## config.mk

```make
export PLATFORM = sky130hd
export DESIGN_NAME = gqld_mulq
export DESIGN_NICKNAME = d
export VERILOG_FILES = /design/src/rtl/gqld_pkg.sv /design/src/rtl/gqld_mulq.sv
export SDC_FILE = /design/constraint.sdc
export NUM_CORES = 2
export LEC_CHECK = 0
export ABC_CLOCK_PERIOD_IN_PS = 23800
export BUFFER_PORTS_ARGS = -buffer_cell sky130_fd_sc_hd__buf_2
export CAP_MARGIN = 20
export CORE_ASPECT_RATIO = 1.75
export CORE_MARGIN = 3
export CORE_UTILIZATION = 48
export DETAILED_ROUTE_END_ITERATION = 10
export PLACE_DENSITY_LB_ADDON = 0.12
export SYNTH_ARGS = -nofsm -noshare
export SYNTH_HDL_FRONTEND = slang
export SYNTH_SLANG_ARGS = --single-unit
```

## constraint.sdc

```tcl
create_clock -name clock -period 23.8 [get_ports clock]
set_input_delay 7.14 -clock clock [delete_from_list [all_inputs] [get_ports clock]]
set_output_delay 7.14 -clock clock [all_outputs]
set_load 0.02 [all_outputs]
```

## src/rtl/gqld_pkg.sv

```systemverilog
// gqld_pkg: shared types, widths and codes for the gaussian log density block
// no dependencies; used by the interfaces, the arithmetic units and the top level

package gqld_pkg;

   localparam int REQ_TYPE_W = 2;
   localparam int INDEX_W    = 10;
   localparam int VALUE_W    = 32;
   localparam int COUNT_W    = 16;
   localparam int CHANGE_W   = 17;
   localparam int MIX_W      = 20;
   localparam int LD_W       = 64;
   localparam int CSR_IDX_W  = 3;
   localparam int CSR_DATA_W = 5;
   localparam int CFG_LEN_W  = 5;
   localparam int KIND_W     = 3;

   // multiplier operands: a is 64 bits, b is a centred count of up to 38 bits
   localparam int OPA_W  = 64;
   localparam int OPB_W  = 38;
   localparam int HALF_B = 19;
   localparam int PROD_W = OPA_W + OPB_W;

   localparam logic signed [LD_W-1:0] LD_MAX = {1'b0, {(LD_W-1){1'b1}}};
   localparam logic signed [LD_W-1:0] LD_MIN = {1'b1, {(LD_W-1){1'b0}}};

   typedef enum logic [REQ_TYPE_W-1:0] {
      REQ_LOAD_MEAN = 2'd0,
      REQ_LOAD_PREC = 2'd1,
      REQ_LOAD_STAT = 2'd2,
      REQ_COMPUTE   = 2'd3
   } req_kind_type;

   typedef enum logic [CSR_IDX_W-1:0] {
      CSR_ACTIVE_LENGTH = 3'd0,
      CSR_MARGINAL_KIND = 3'd1,
      CSR_JOINT_KIND_A  = 3'd2,
      CSR_JOINT_KIND_B  = 3'd3,
      CSR_MIXING_KIND   = 3'd4
   } csr_index_type;

   localparam logic [KIND_W-1:0] MARGINAL_GAUSS_A = 3'd1;
   localparam logic [KIND_W-1:0] MARGINAL_GAUSS_B = 3'd2;
   localparam logic [KIND_W-1:0] JOINT_NONE       = 3'd0;
   localparam logic [KIND_W-1:0] MIXING_NONE      = 3'd0;

   typedef struct packed {
      logic signed [VALUE_W-1:0]  mean;
      logic        [COUNT_W-1:0]  count;
      logic signed [CHANGE_W-1:0] change;
   } bin_word_type;

   typedef enum logic [4:0] {
      ST_IDLE,
      ST_IN_RD,
      ST_IN_X,
      ST_IN_GO,
      ST_IN_WAIT,
      ST_OUT_RD,
      ST_OUT_X,
      ST_OUT_GO,
      ST_OUT_WAIT,
      ST_BLK_END,
      ST_MIX_RD,
      ST_MIX_X,
      ST_MIX_GO,
      ST_MIX_WAIT,
      ST_DIV_WAIT,
      ST_PASS_END,
      ST_DONE
   } state_type;

   function automatic logic signed [LD_W-1:0] sat_add(input logic signed [LD_W-1:0] a,
                                                      input logic signed [LD_W-1:0] b);
      logic signed [LD_W:0] sum;
      sum = {a[LD_W-1], a} + {b[LD_W-1], b};
      if (sum[LD_W] != sum[LD_W-1]) begin
         return sum[LD_W] ? LD_MIN : LD_MAX;
      end
      return sum[LD_W-1:0];
   endfunction

endpackage

```

## src/rtl/gqld_mulq.sv

```systemverilog
// gqld_mulq: sequential signed multiplier, four 32x19 partial products
// gives the raw magnitude product and the Q.16 rescaled, saturated result; uses gqld_pkg

module gqld_mulq (
   input  logic                                clock,
   input  logic                                reset,
   input  logic                                start,
   input  logic signed [gqld_pkg::OPA_W-1:0]   op_a,
   input  logic signed [gqld_pkg::OPB_W-1:0]   op_b,
   output logic                                done,
   output logic signed [gqld_pkg::LD_W-1:0]    result,
   output logic        [gqld_pkg::PROD_W-1:0]  product
);

   localparam int PP_W = 32 + gqld_pkg::HALF_B;

   logic [gqld_pkg::OPA_W-1:0]  a_mag_ff, a_mag_in;
   logic [gqld_pkg::OPB_W-1:0]  b_mag_ff, b_mag_in;
   logic                        neg_ff;
   logic [gqld_pkg::PROD_W-1:0] acc_ff, acc_in;
   logic [1:0]                  step_ff;
   logic                        run_ff, fin_ff, done_ff;
   logic signed [gqld_pkg::LD_W-1:0] result_ff, result_in;

   logic [31:0]                 a_part;
   logic [gqld_pkg::HALF_B-1:0] b_part;
   logic [PP_W-1:0]             pp;
   logic [gqld_pkg::PROD_W-1:0] pp_shifted;
   logic                        ovf;
   logic [gqld_pkg::LD_W-2:0]   mag;

   assign a_mag_in = op_a[gqld_pkg::OPA_W-1] ? gqld_pkg::OPA_W'(-op_a) : gqld_pkg::OPA_W'(op_a);
   assign b_mag_in = op_b[gqld_pkg::OPB_W-1] ? gqld_pkg::OPB_W'(-op_b) : gqld_pkg::OPB_W'(op_b);

   assign a_part = step_ff[1] ? a_mag_ff[63:32] : a_mag_ff[31:0];
   assign b_part = step_ff[0] ? b_mag_ff[gqld_pkg::OPB_W-1:gqld_pkg::HALF_B]
                              : b_mag_ff[gqld_pkg::HALF_B-1:0];
   assign pp     = PP_W'(a_part * b_part);

   always_comb begin
      unique case (step_ff)
         2'd0:    pp_shifted = gqld_pkg::PROD_W'(pp);
         2'd1:    pp_shifted = gqld_pkg::PROD_W'(pp) << gqld_pkg::HALF_B;
         2'd2:    pp_shifted = gqld_pkg::PROD_W'(pp) << 32;
         2'd3:    pp_shifted = gqld_pkg::PROD_W'(pp) << (32 + gqld_pkg::HALF_B);
         default: pp_shifted = '0;
      endcase
   end

   assign acc_in = acc_ff + pp_shifted;

   // product >> 16 must stay below 2^63
   assign ovf = |acc_ff[gqld_pkg::PROD_W-1:gqld_pkg::LD_W+15];
   assign mag = acc_ff[gqld_pkg::LD_W+14:16];

   always_comb begin
      if (ovf) begin
         result_in = neg_ff ? gqld_pkg::LD_MIN : gqld_pkg::LD_MAX;
      end else if (neg_ff) begin
         result_in = -$signed({1'b0, mag});
      end else begin
         result_in = $signed({1'b0, mag});
      end
   end

   always_ff @(posedge clock) begin
      if (reset) begin
         run_ff  <= 1'b0;
         fin_ff  <= 1'b0;
         done_ff <= 1'b0;
      end else begin
         done_ff <= fin_ff;
         fin_ff  <= run_ff && (step_ff == 2'd3);
         if (start) begin
            run_ff <= 1'b1;
         end else if (run_ff && (step_ff == 2'd3)) begin
            run_ff <= 1'b0;
         end
      end
   end

   always_ff @(posedge clock) begin
      if (start) begin
         a_mag_ff <= a_mag_in;
         b_mag_ff <= b_mag_in;
         neg_ff   <= op_a[gqld_pkg::OPA_W-1] ^ op_b[gqld_pkg::OPB_W-1];
         acc_ff   <= '0;
         step_ff  <= 2'd0;
      end else if (run_ff) begin
         acc_ff  <= acc_in;
         step_ff <= step_ff + 2'd1;
      end
      if (fin_ff) begin
         result_ff <= result_in;
      end
   end

   assign done    = done_ff;
   assign result  = result_ff;
   assign product = acc_ff;

endmodule

```

* Yosys cells after proc, flatten, opt, wreduce, memory -nomap -nowiden *
Cells that the tools add are included.

cells by class
  reductions and logical operators = 4
  mux-type cells = 10
  multiply operators = 1
  equal/unequal tests = 3
  $add $sub $neg = 5
  bitwise gates (word level) = 1

operators by type and width
  operator                                             number
  one-hot mux 102 bit (4 select lines)                 1
  2-to-1 mux 64 bit                                    3
  adder 102 bit                                        1
  negator 63 -> 64 bit                                 1
  negator 64 bit                                       1
  2-to-1 mux 63 bit                                    1
  multiplier 32 x 19 -> 51 bit                         1
  negator 38 bit                                       1
  2-to-1 mux 37 bit                                    1
  2-to-1 mux 32 bit                                    1
  OR reduction 23 bit                                  1
  2-to-1 mux 19 bit                                    1
  equality test 2 bit, second input constant           2
  adder 2 x 1 -> 2 bit, second input constant          1
  equality test 2 x 1 -> 1 bit, second input constant  1
  zero test 2 bit                                      1
  2-to-1 mux 1 bit                                     2
  nonzero test 2 bit                                   1
  logical AND 1 bit                                    1
  bitwise XOR 1 bit                                    1

storage, ports and cells
  register bits = 274

* Longest topological paths before layout *
  depth in word-level cells = 4
  gate-level depth with buffers = 44
  gate-level depth less buffers = 39

* Worst setup path before layout *
OpenSTA, ideal clock, no wires.

  kind = reg-to-reg
  from = reg step_ff[1]
  to = reg acc_ff (netlist bit product[94])
  data arrival time = 11.021 ns
  buffers on the path = 6
  cell stages (with the launch flop) = 44
  slack = 12.705 ns
  clock period less this slack = 11.095 ns
  cell sequence = dfxtp_1 clkbuf_1 buf_1 clkbuf_1 mux2i_1 clkbuf_1 nor2_1 fa_1 inv_1 fa_1 inv_1 fa_1 fa_1 fa_1 inv_1 fa_1 inv_1 ha_1 [8 not listed] a31o_2 a221o_1 a21oi_1 xor2_1 a21oi_1 ha_1 clkbuf_1 nand2_1 or3_1 or4b_1 or3_1 o21a_1 o21ai_1 a311oi_1 nor2_1 a31oi_1 xor2_1 o21ai_0

on the way
  word-level cells in the longest chain between the ends = 4
  elaborated cells on any way between the ends = 8

ends and longest elaborated chain
  element                                 RTL line         source
  from (decl)                             gqld_mulq.sv:21  logic [1:0] step_ff;
  from (signal assigned)                  gqld_mulq.sv:91  step_ff <= step_ff + 2'd1;
  2-to-1 mux 32 bit                       gqld_mulq.sv:35  assign a_part = step_ff[1] ? a_mag_ff[63:32] : a_mag_ff[31:0];
  multiplier 32 x 19 -> 51 bit            gqld_mulq.sv:38  assign pp = PP_W'(a_part * b_part);
  one-hot mux 102 bit (4 select lines) *  gqld_mulq.sv:41  unique case (step_ff)
  adder 102 bit *                         gqld_mulq.sv:50  assign acc_in = acc_ff + pp_shifted;
  to (signal assigned)                    gqld_mulq.sv:90  acc_ff <= acc_in;
  to (decl)                               gqld_mulq.sv:20  logic [gqld_pkg::PROD_W-1:0] acc_ff, acc_in;

Every way passes the cells marked *; elsewhere a longest branch is shown, timed or not.
A chain may end at the register's enable or synchronous reset.

* Worst setup path after layout *
Ends and elaborated chain as after synthesis.

==> results.txt <==
# rows: 139
largest net degree at the start of global routing: 84
CTS tree: yes
drt total wl: 139 mm
final-stage net count: 5684
Overflow after GRT: 0
slowest stage delay, CP: 930 ps
crit path max fanout: 38
clock root buffer: clkbuf_16
Max Transition Viols Final: 0
Area growth syn-to-layout: 8.33%
Port Buffers: 271
Die Y: 387 um
Setup WS pre-CTS: 11230 ps
max layer used: met4
multiplexer share of the synthesized area: 4.03%
Post-synth ARST share: 0%
WL met3: 7.26 mm
Worst Path Required: 24360 ps
cts repair resizes: 0
Final ANT Viol Nets: 0
Setup TNS: 0 ps
Avg Vias per Cell: 5.84
DRT Pass-1 Iters: 6
Worst setup EP type: flip-flop
number of antenna violations at the first check in global routing: 2
outcome: complete, no violations
Fin. Hold Viols: 0
worst hold path class: flip-flop to flip-flop
number of H-tree levels: 1
post-CTS setup buffer count: 0
routed length on met2: 71.4 mm
most common cell after layout, fill and taps aside: inv_1
hold-fix buffer count after cts: 0
DR DRC count: 0
XOR/XNOR Fraction of Synth Area: 5.44%
Chip Width: 224 um
Slew HR: 23.2%
wire per inst: 23.6 um
Worst-Skew Late Latency: 650 ps
wl on met1: 45.9 mm
vias post-DR: 34500
sequential fraction of the synthesis area: 18.0%
crit path buf inv count: 5
Yosys cell types: 90
CTS sink cnt: 274
post-synthesis simple-gate area fraction: 16.6%
DR iter-0 viols: 2261
fin crit period: 12690 ps
Hold WS: 505 ps
Synth Area in Compound Gates: 14.0%
Initial Utilization: 48.5%
CTS Buf Count: 29
Post-synth EDFFs: 167
first-pass GRT wire length: 211 mm
post-synthesis net count: 5545
Final Skew: 44.5 ps
top_reg_cell synth: edfxtp_1
crit-path leading delay family: compound AO/OA/AOI/OAI gates
final setup fails: 0
share of layout cells above drive strength 1: 10.2%
number of global-route vias before repair: 35900
most frequent cells in the layout: inv_1 (691), nand2_1 (582), nor2_1 (531)
Critical Path AT: 13260 ps
syn_area_per_cell: 8.49 sq um
yosys warns: 0
core footprint: 82100 sq um
I/O pin cnt: 272
synthesized flop and latch total: 274
fin crit share: 53.3%
clk buf depth: 3
Worst Tran Pin Value: 1140 ps
Synth Cell Area: 39800 sq um
Cells after Synth: 4686
post-synthesis adder-cell area fraction: 33.3%
fillers: 8008
Placer Congestion: 0.998
f_max: 0.0788 GHz
Clock transition at path regs: 90 ps
Critical Path Source Type: flip-flop
largest family of logic cells by synthesized area: adder cells
Setup CP Type: flip-flop to flip-flop
total track usage: 31.8%
PnR worst setup slack: 11110 ps
dpl hpwl: 114 mm
die footprint: 86500 sq um
RSZ-0062 raised after global routing: no
Slowest-stage cell, CP: mux2i_1
MaxCap Viol Count: 0
[cell type report]
| cell class | count | area [sq um] | area share, % |
|---|---|---|---|
| diodes | 1 | 2.50 | 0.00581 |
| multi-input cells | 3503 | 29300 | 67.9 |
| clock buffers | 33 | 762 | 1.77 |
| well taps | 1057 | 1320 | 3.07 |
| repair buffers | 326 | 1780 | 4.14 |
| inverters | 691 | 2590 | 6.02 |
| flip-flops and latches | 274 | 7170 | 16.6 |
| clock inverters | 21 | 208 | 0.482 |
[cells by family after synthesis]
| group | count (synthesis) |
|---|---|
| buffers and inverters | 909 |
| and+or+nand+nor | 1485 |
| DFF | 274 |
| AOI/OAI and AO/OA | 863 |
| adders and majority gates | 754 |
| muxes | 154 |
| xor gates and xnor gates | 247 |
[per-stage QoR]
stage | util [%] | instance area [sq um] | std cells
after floorplan | - | 39800 | 4686
after CTS | 52.5 | 43100 | 5905
after global routing | 52.5 | 43100 | 5905
after detailed placement | 51.3 | 42100 | 5851
final | 52.5 | 43100 | 5906
after global placement | 51.3 | 42100 | 5848
[worst min-delay path: stages (launching register included)]
cell and delay [ps]:
dfxtp_1 340, nand2_1 60, o21ai_0 60
[Yosys cell counts, types with 26 or more instances]
cell / count / area, sq um
clkbuf_1: 196 / 736
edfxtp_1: 167 / 5010
a21oi_1: 224 / 1120
dfxtp_1: 107 / 2140
nand3_1: 32 / 160
and2_1: 28 / 175
xnor2_1: 185 / 1620
nand4_1: 53 / 332
or3_1: 32 / 200
mux2i_1: 103 / 1030
nor3_1: 53 / 265
xor2_1: 62 / 543
mux2_2: 48 / 541
a221oi_1: 26 / 228
inv_1: 691 / 2590
o21ai_0: 227 / 1140
nor2_1: 532 / 2000
a21o_1: 94 / 706
nand2b_1: 35 / 219
nand2_1: 582 / 2180
o21a_1: 27 / 203
fa_1: 510 / 10200
ha_1: 244 / 3050
o31ai_1: 42 / 315
[state kept, by name (all words and copies together) (netlist names)]
name and count:
result 64, product 102, fin_ff 1, neg_ff 1, done 1, a_mag_ff 64, b_mag_ff 38, run_ff 1
step_ff 2
[routing by layer]
| metal | vias to the layer above | GRT usage [%] |
|---|---|---|
| met1 | 16800 | 31.6 |
| met4 | 0 | 26.3 |
| met3 | 554 | 3.93 |
| met5 | - | 0 |
| li1 | 15800 | - |
| met2 | 1392 | 58.7 |
[final timing paths]
check / start / endpoint / slack (ps) / cells after the start
setup / recovery: step_ff[1] / product[94] / 11110 / 38
hold / removal: product[87] / product[87] / 510 / 2
setup reg to reg: step_ff[1] / product[94] / 11110 / 38
hold reg to reg: product[87] / product[87] / 510 / 2
Power is left out: the tool's default activity adds up to more than one toggle a clock period on the data nets, which glitch-free logic cannot reach.
