===== config.mk =====
export PLATFORM = sky130hd
export DESIGN_NAME = gqld_div
export DESIGN_NICKNAME = d
export VERILOG_FILES = /design/src/rtl/gqld_pkg.sv /design/src/rtl/gqld_div.sv
export SDC_FILE = /design/constraint.sdc
export NUM_CORES = 1
export LEC_CHECK = 0
export BUFFER_PORTS_ARGS = -buffer_cell sky130_fd_sc_hd__buf_4
export CAP_MARGIN = 20
export CORE_UTILIZATION = 56
export DETAILED_ROUTE_END_ITERATION = 7
export PLACE_DENSITY = 0.78
export RECOVER_POWER = 100
export SYNTH_ARGS = -nofsm -noshare
export SYNTH_HDL_FRONTEND = slang
export SYNTH_SLANG_ARGS = --single-unit
export TNS_END_PERCENT = 50

===== constraint.sdc =====
create_clock -name clock -period 13.15 [get_ports clock]
set_input_delay 1.9725 -clock clock [delete_from_list [all_inputs] [get_ports clock]]
set_output_delay 1.9725 -clock clock [all_outputs]
set_load 0.01 [all_outputs]

===== src/rtl/gqld_pkg.sv =====
// gqld_pkg: shared types, widths and codes for the gaussian log density block
// no dependencies; used by the interfaces, the arithmetic units and the top level

package gqld_pkg;

   localparam int REQ_TYPE_W = 2;
   localparam int INDEX_W    = 10;
   localparam int VALUE_W    = 32;
   localparam int COUNT_W    = 16;
   localparam int CHANGE_W   = 17;
   localparam int MIX_W      = 20;
   localparam int LD_W       = 64;
   localparam int CSR_IDX_W  = 3;
   localparam int CSR_DATA_W = 5;
   localparam int CFG_LEN_W  = 5;
   localparam int KIND_W     = 3;

   // multiplier operands: a is 64 bits, b is a centred count of up to 38 bits
   localparam int OPA_W  = 64;
   localparam int OPB_W  = 38;
   localparam int HALF_B = 19;
   localparam int PROD_W = OPA_W + OPB_W;

   localparam logic signed [LD_W-1:0] LD_MAX = {1'b0, {(LD_W-1){1'b1}}};
   localparam logic signed [LD_W-1:0] LD_MIN = {1'b1, {(LD_W-1){1'b0}}};

   typedef enum logic [REQ_TYPE_W-1:0] {
      REQ_LOAD_MEAN = 2'd0,
      REQ_LOAD_PREC = 2'd1,
      REQ_LOAD_STAT = 2'd2,
      REQ_COMPUTE   = 2'd3
   } req_kind_type;

   typedef enum logic [CSR_IDX_W-1:0] {
      CSR_ACTIVE_LENGTH = 3'd0,
      CSR_MARGINAL_KIND = 3'd1,
      CSR_JOINT_KIND_A  = 3'd2,
      CSR_JOINT_KIND_B  = 3'd3,
      CSR_MIXING_KIND   = 3'd4
   } csr_index_type;

   localparam logic [KIND_W-1:0] MARGINAL_GAUSS_A = 3'd1;
   localparam logic [KIND_W-1:0] MARGINAL_GAUSS_B = 3'd2;
   localparam logic [KIND_W-1:0] JOINT_NONE       = 3'd0;
   localparam logic [KIND_W-1:0] MIXING_NONE      = 3'd0;

   typedef struct packed {
      logic signed [VALUE_W-1:0]  mean;
      logic        [COUNT_W-1:0]  count;
      logic signed [CHANGE_W-1:0] change;
   } bin_word_type;

   typedef enum logic [4:0] {
      ST_IDLE,
      ST_IN_RD,
      ST_IN_X,
      ST_IN_GO,
      ST_IN_WAIT,
      ST_OUT_RD,
      ST_OUT_X,
      ST_OUT_GO,
      ST_OUT_WAIT,
      ST_BLK_END,
      ST_MIX_RD,
      ST_MIX_X,
      ST_MIX_GO,
      ST_MIX_WAIT,
      ST_DIV_WAIT,
      ST_PASS_END,
      ST_DONE
   } state_type;

   function automatic logic signed [LD_W-1:0] sat_add(input logic signed [LD_W-1:0] a,
                                                      input logic signed [LD_W-1:0] b);
      logic signed [LD_W:0] sum;
      sum = {a[LD_W-1], a} + {b[LD_W-1], b};
      if (sum[LD_W] != sum[LD_W-1]) begin
         return sum[LD_W] ? LD_MIN : LD_MAX;
      end
      return sum[LD_W-1:0];
   endfunction

endpackage


===== src/rtl/gqld_div.sv =====
// gqld_div: restoring divider, one quotient bit a cycle, for the mixing term
// divides a squared magnitude by a signed variance with saturation; uses gqld_pkg

module gqld_div (
   input  logic                               clock,
   input  logic                               reset,
   input  logic                               start,
   input  logic        [gqld_pkg::PROD_W-1:0] num,
   input  logic signed [gqld_pkg::VALUE_W-1:0] divisor,
   output logic                               done,
   output logic signed [gqld_pkg::LD_W-1:0]   result
);

   localparam int HI_W  = gqld_pkg::PROD_W - gqld_pkg::LD_W;
   localparam int CNT_W = $clog2(gqld_pkg::LD_W);

   logic [gqld_pkg::VALUE_W-1:0] dv_ff, dv_in;
   logic [gqld_pkg::VALUE_W-1:0] rem_ff, rem_in;
   logic [gqld_pkg::LD_W-1:0]    lo_ff, quo_ff, quo_in;
   logic                         neg_ff;
   logic [CNT_W-1:0]             cnt_ff;
   logic                         run_ff, fin_ff, done_ff;
   logic signed [gqld_pkg::LD_W-1:0] result_ff, result_in;

   logic [gqld_pkg::VALUE_W:0]   trial;
   logic                         ge;
   logic                         zero_div, early_sat;

   assign dv_in     = divisor[gqld_pkg::VALUE_W-1] ? gqld_pkg::VALUE_W'(-divisor)
                                                   : gqld_pkg::VALUE_W'(divisor);
   assign zero_div  = (divisor == '0);
   assign early_sat = (num[gqld_pkg::PROD_W-1:gqld_pkg::LD_W] >= HI_W'(dv_in));

   assign trial  = {rem_ff, lo_ff[gqld_pkg::LD_W-1]};
   assign ge     = (trial >= {1'b0, dv_ff});
   assign rem_in = ge ? gqld_pkg::VALUE_W'(trial - {1'b0, dv_ff}) : trial[gqld_pkg::VALUE_W-1:0];
   assign quo_in = {quo_ff[gqld_pkg::LD_W-2:0], ge};

   always_comb begin
      if (quo_ff[gqld_pkg::LD_W-1]) begin
         result_in = neg_ff ? gqld_pkg::LD_MIN : gqld_pkg::LD_MAX;
      end else if (neg_ff) begin
         result_in = -$signed(quo_ff);
      end else begin
         result_in = $signed(quo_ff);
      end
   end

   always_ff @(posedge clock) begin
      if (reset) begin
         run_ff  <= 1'b0;
         fin_ff  <= 1'b0;
         done_ff <= 1'b0;
      end else begin
         done_ff <= fin_ff || (start && (zero_div || early_sat));
         fin_ff  <= run_ff && (cnt_ff == CNT_W'(gqld_pkg::LD_W - 1));
         if (start) begin
            run_ff <= !(zero_div || early_sat);
         end else if (run_ff && (cnt_ff == CNT_W'(gqld_pkg::LD_W - 1))) begin
            run_ff <= 1'b0;
         end
      end
   end

   always_ff @(posedge clock) begin
      if (start) begin
         dv_ff  <= dv_in;
         rem_ff <= gqld_pkg::VALUE_W'(num[gqld_pkg::PROD_W-1:gqld_pkg::LD_W]);
         lo_ff  <= num[gqld_pkg::LD_W-1:0];
         quo_ff <= '0;
         neg_ff <= divisor[gqld_pkg::VALUE_W-1];
         cnt_ff <= '0;
         if (zero_div) begin
            result_ff <= gqld_pkg::LD_MAX;
         end else if (early_sat) begin
            result_ff <= divisor[gqld_pkg::VALUE_W-1] ? gqld_pkg::LD_MIN : gqld_pkg::LD_MAX;
         end
      end else if (run_ff) begin
         rem_ff <= rem_in;
         quo_ff <= quo_in;
         lo_ff  <= lo_ff << 1;
         cnt_ff <= cnt_ff + CNT_W'(1);
      end
      if (fin_ff) begin
         result_ff <= result_in;
      end
   end

   assign done   = done_ff;
   assign result = result_ff;

endmodule


Yosys cells after proc, flatten, opt, wreduce, memory -nomap -nowiden
Cells that the tools add are included.

cells by class
  add/sub/neg operators = 4
  $lt $le $gt $ge = 2
  equality and inequality tests = 1
  multiplexer cells = 16
  reduce and logical (&&, ||, !) cells = 11

operator list
  kind                                         count
  two-way mux 64 bit                           10
  two-way mux 32 bit                           4
  negation 64 bit                              1
  >= comparator 38 x 32 -> 1 bit               1
  >= comparator 33 x 32 -> 1 bit               1
  zero test 32 bit                             1
  negation 32 bit                              1
  subtractor 32 bit                            1
  adder 6 x 1 -> 6 bit, second input constant  1
  == test 6 bit, second input constant         1
  nonzero test 2 bit                           3
  nonzero test 3 bit                           1
  logical AND 1 bit                            2
  logical OR 1 bit                             2
  two-way mux 1 bit                            2
  AND reduction 2 bit                          1
  zero test 1 bit                              1

word-level totals
  register bits after elaboration = 266
  bits of input ports = 137
  output and inout port bits = 65
  word-level logic and storage cells = 44

Logic depth before layout (Yosys ltp)
  depth in word-level cells = 7
  gate-level depth with buffers = 19
  depth with buffers taken out = 19

Worst setup path before layout
OpenSTA, ideal clock, no wires.

  kind = input -> register
  start = in divisor[7] (netlist name)
  end = reg result_ff (netlist bit result[0]), enable pin
  library setup time = 0.525 ns
  arrival = 8.504 ns
  required time = 12.625 ns
  path slack = 4.120 ns
  stages on the path = 18
  path buffers = 0
  cells stage by stage = or4_1 > or3_1 > nor4_1 > nand3_1 > nor2_1 > nand2_1 > o41ai_1 > xnor2_1 > inv_1 > ha_1 > nand4_1 > nor2_1 > nand3_1 > or3_1 > o21ai_0 > nor3_1 > o31a_1 > a31oi_1

between the ends
  longest elaborated chain between the ends = 5
  elaborated cells between the ends (all ways) = 6
  those cells by class = add/sub: 1; order compare: 1; mux: 1; reduce/logical: 3

ends and longest elaborated chain
  what                                  line            source
  from (decl)                           gqld_div.sv:9   input logic signed [gqld_pkg::VALUE_W-1:0] divisor,
  negation 32 bit                       gqld_div.sv:29  assign dv_in = divisor[gqld_pkg::VALUE_W-1] ? gqld_pkg::VALUE_W'(-divisor)
  two-way mux 32 bit                    gqld_div.sv:29
  named net dv_in, one bit              gqld_div.sv:17  logic [gqld_pkg::VALUE_W-1:0] dv_ff, dv_in;
  >= comparator 38 x 32 -> 1 bit        gqld_div.sv:32  assign early_sat = (num[gqld_pkg::PROD_W-1:gqld_pkg::LD_W] >= HI_W'(dv_in));
  nonzero test 3 bit (no source line)   n/a
  AND reduction 2 bit (no source line)  n/a
  to (signal assigned)                  gqld_div.sv:74  result_ff <= gqld_pkg::LD_MAX;
  to (signal assigned)                  gqld_div.sv:76  result_ff <= divisor[gqld_pkg::VALUE_W-1] ? gqld_pkg::LD_MIN : gqld_pkg::LD_MAX;
  to (signal assigned)                  gqld_div.sv:85  result_ff <= result_in;
  to (decl)                             gqld_div.sv:23  logic signed [gqld_pkg::LD_W-1:0] result_ff, result_in;

The timed path passes the listed nets, and every way through them passes these cells.
A chain may end at the register's enable or synchronous reset.

Final worst setup path
  start = in start
  end = reg lo_ff[36] (netlist name), enable pin

between the ends
  longest elaborated chain between the ends = 1

ends and longest elaborated chain
  what                                 line            source
  from (decl)                          gqld_div.sv:7   input logic start,
  nonzero test 2 bit (no source line)  n/a
  to (signal assigned)                 gqld_div.sv:69  lo_ff <= num[gqld_pkg::LD_W-1:0];
  to (signal assigned)                 gqld_div.sv:81  lo_ff <= lo_ff << 1;
  to (decl)                            gqld_div.sv:19  logic [gqld_pkg::LD_W-1:0] lo_ff, quo_ff, quo_in;

Every way passes these cells.

==> flow_metrics.env <==
export IMPL_yosys_area_top_type="edfxtp_1"
export IMPL_regArea_sq_um=7260
export IMPL_root_buffer="clkbuf_16"
export IMPL_grt_antenna_before_repair=1
export IMPL_maxCapViolCount=7
export IMPL_synth_edf_count=193
export IMPL_finalNetCount=1918
export IMPL_p_per_area_nw_per_um2=133
export IMPL_cts_htree_levels=1
export IMPL_syn_num_nets=1770
export IMPL_fin_tns_setup_ps=0
export IMPL_synth_async_sr_flop_share_pct=0
export IMPL_fin_hold_ws_ps=489
export IMPL_violations="max-capacitance violations, max-slew violations"
export IMPL_multi_input_area_sq_um=7760
export IMPL_grt_pass1_wl_mm=61.0
export IMPL_routabilityCongestion=0.941
export IMPL_utilization_pct=66.8
export IMPL_tightest_slew_ps=4290
export IMPL_ys_types=69
export IMPL_endpoint_kind="flip-flop"
export IMPL_synth_cells=1565
export IMPL_drc=0
export IMPL_wl_met1_mm=16.4
export IMPL_layout_min_cycle_time_ps=8780
export IMPL_die_area_sq_um=28700
export IMPL_drive_gt1_share_pct=18.3
export IMPL_grt_start_max_net_pins=81
export IMPL_max_slew_margin_pct=-186
export IMPL_timing_final_crit_share_pct=66.8
export IMPL_design_core_area_sq_um=27200
export IMPL_cts_tree="done"
export IMPL_outcome="finished, violations left"
export IMPL_ant_nets=0
export IMPL_dp_hpwl_mm=26.3
export IMPL_fp_dieH_microns=169
export IMPL_power_frac_comb_pct=22.4
export IMPL_wl_per_cell_microns=17.8
export IMPL_yosysWarnings=0
export IMPL_synth_yosys_seq_area_share_pct=46.3
export IMPL_io_buffers=201
export IMPL_crit_fanout=80
export IMPL_syn_to_final_growth_pct=15.8
export IMPL_met2_length_mm=17.3
export IMPL_intPower_mw=1.75
export IMPL_clockBufferDepth=3
export IMPL_finalHoldViolCount=0
export IMPL_die_width_microns=169
export IMPL_slew_violations=400
export IMPL_numCtsBuffers=28
export IMPL_grt_pass1_vias=11800
export IMPL_cts_resized=0
export IMPL_ir_drop_v=0.000106
export IMPL_netSwitchingPower_mw=0.663
export IMPL_synthFlopType="edfxtp_1"
export IMPL_grt_overflow=0
export IMPL_start_util_pct=57.7
export IMPL_firstDrtPassIters=5
export IMPL_cp_required_ps=13190
export IMPL_wl_met3_mm=2.76
export IMPL_critPathLaunchType="input pin"
export IMPL_n_antenna_cell=0
export IMPL_synth_avg_cell_area_sq_um=10.0
export IMPL_clkTransAtPathRegs_ps=60
export IMPL_p_clk_share_pct=36.2
export IMPL_track_usage_pct=26.4
export IMPL_clock_latency_ps=550
export IMPL_hold_buffers=0
export IMPL_vias=12200
export IMPL_drt_initial_drc_count=892
export IMPL_routed_top_layer="met5"
export IMPL_avgViaCountPerCell=5.78
export IMPL_ys_ff_latch=266
export IMPL_swShare_pct=27.5
export IMPL_worstSetupPathType="in2reg"
export IMPL_syn_area_sq_um=15700
export IMPL_cp_data_arrival_time_ps=8820
export IMPL_postCtsSetupBuffers=0
export IMPL_nFillCells=2197
export IMPL_synthTopCellsByArea="edfxtp_1, dfxtp_1, mux2_2, ha_1, nor2_1"
export IMPL_power_mw=2.41
export IMPL_max_freq_mhz=114
export IMPL_setup_viol=0
export IMPL_p_leak_nw=7.19
export IMPL_yosysTopAreaCellShare_pct=37.0
export IMPL_io_pins=202
export IMPL_cts_sinks=266
export IMPL_pwr_share_seq_pct=41.4
export IMPL_hp_class="reg2reg"
export IMPL_rsz0062_at_grt="no"
export IMPL_core_rowCount=60
export IMPL_clock_skew_ps=12.4
export IMPL_wl_mm=37.5
-- path summary, 6_finish.rpt --
kind                     startpoint                      to  slack [ps]  cells after the start
max                           start     lo_ff[36]$_DFFE_PP_        4370                      3
min          cnt_ff[5]$_SDFFE_PP0P_  cnt_ff[5]$_SDFFE_PP0P_         490                      2
min reg2reg  cnt_ff[5]$_SDFFE_PP0P_  cnt_ff[5]$_SDFFE_PP0P_         490                      2
max reg2reg     run_ff$_SDFFE_PP0P_     lo_ff[36]$_DFFE_PP_        7690                      2
-- stage by stage --
stage          area [sq um]  instances  worst slack [ps]
3_5_place_dp          17400       2054              5990
2_1_floorplan         15700       1565              4120
5_1_grt               18200       2107              3860
6_report              18200       2107              4370
4_1_cts               18400       2106              6530
3_3_place_gp          17400       2054              6100
-- registers in the layout, indices dropped and copies added, names as in the netlist --
signal,flops
cnt_ff,6
done,1
dv_ff,32
fin_ff,1
lo_ff,64
neg_ff,1
quo_ff,64
rem_ff,32
result,64
run_ff,1
-- power by group through the flow --
stage | Combinational, mW | Clock [mW] | Sequential [mW]
final | 0.541 | 0.875 | 1.00
after global routing | 0.601 | 0.917 | 1.01
after CTS | 0.542 | 0.889 | 0.998
after detailed placement | 0.536 | 0 | 1.02
after global placement | 0.523 | 0 | 1.01
after floorplan | 0.377 | 0 | 1.01
-- cell usage after synthesis (4+ instances only) --
master    instances
nand2_1          79
o31ai_1          18
o41ai_1           5
nor2_1          222
mux2i_1          80
buf_1            15
o21ai_0          83
mux2_2           87
xor2_1           48
clkbuf_1         77
nand2b_1         10
dfxtp_1          73
nand4_1          18
o21ai_1           4
and2_1            4
a21oi_1          99
o211ai_1          6
nor3b_1           4
a21o_1           22
nor3_1           40
or2_2             8
inv_1            83
nand3b_1          4
o221a_2          22
nand3_1          22
o21bai_1          6
edfxtp_1        193
nor4_1           15
or4_1             4
a31oi_1           9
ha_1             67
a211oi_1          4
nor2b_1          15
o21a_1            9
or3_1            11
xnor2_1          46
-- per-layer routing --
metal  GRT usage (%)  up-vias
met5               0        -
met4            7.56        2
met3            5.50       68
met2            43.3      403
met1            35.3     5748
li1                -     5950
-- cell type report --
class                   instances  area share (%)
repair buffers                213            7.37
flip-flops and latches        266            40.0
inverters                      83            1.72
multi-input cells            1121            42.7
clock buffers                  30            4.02
well taps                     372            2.56
clock inverters                22            1.61
-- cells by family after synthesis --
| group | synth area share, % |
|---|---|
| muxes | 11.4 |
| AOI/OAI and AO/OA | 12.7 |
| xor gates and xnor gates | 5.25 |
| and+or+nand+nor | 14.6 |
| DFF | 46.3 |
| buffers and inverters | 4.36 |
| adders and majority gates | 5.47 |
-- cells in the final DEF, fill, tap and decap left out, types with 6 or more instances in the layout --
cell type	Yosys	layout
bufinv_16	0	7
o31ai_1	18	18
nor2_1	222	222
mux2_2	87	87
nand2b_1	10	10
nand3_1	22	22
o211ai_1	6	6
nor3_1	40	40
a21o_1	22	21
dfxtp_1	73	70
a21oi_1	99	99
nand2_1	79	79
buf_4	0	137
or3_1	11	11
xor2_1	48	48
nor4_1	15	15
ha_1	67	67
o21bai_1	6	6
edfxtp_1	193	193
o21ai_0	83	85
mux2i_1	80	80
clkbuf_16	0	29
xnor2_1	46	46
clkbuf_1	77	76
clkinv_1	0	6
o221a_2	22	22
or2_2	8	6
o21a_1	9	9
inv_1	83	83
a31oi_1	9	8
nor2b_1	15	15
nand4_1	18	18
-- worst max-delay path: stages --
cell,delay (ps)
clkbuf_1,2360
or2_0,1320
clkbuf_1,3080
(Power assumes the default switching activity.)
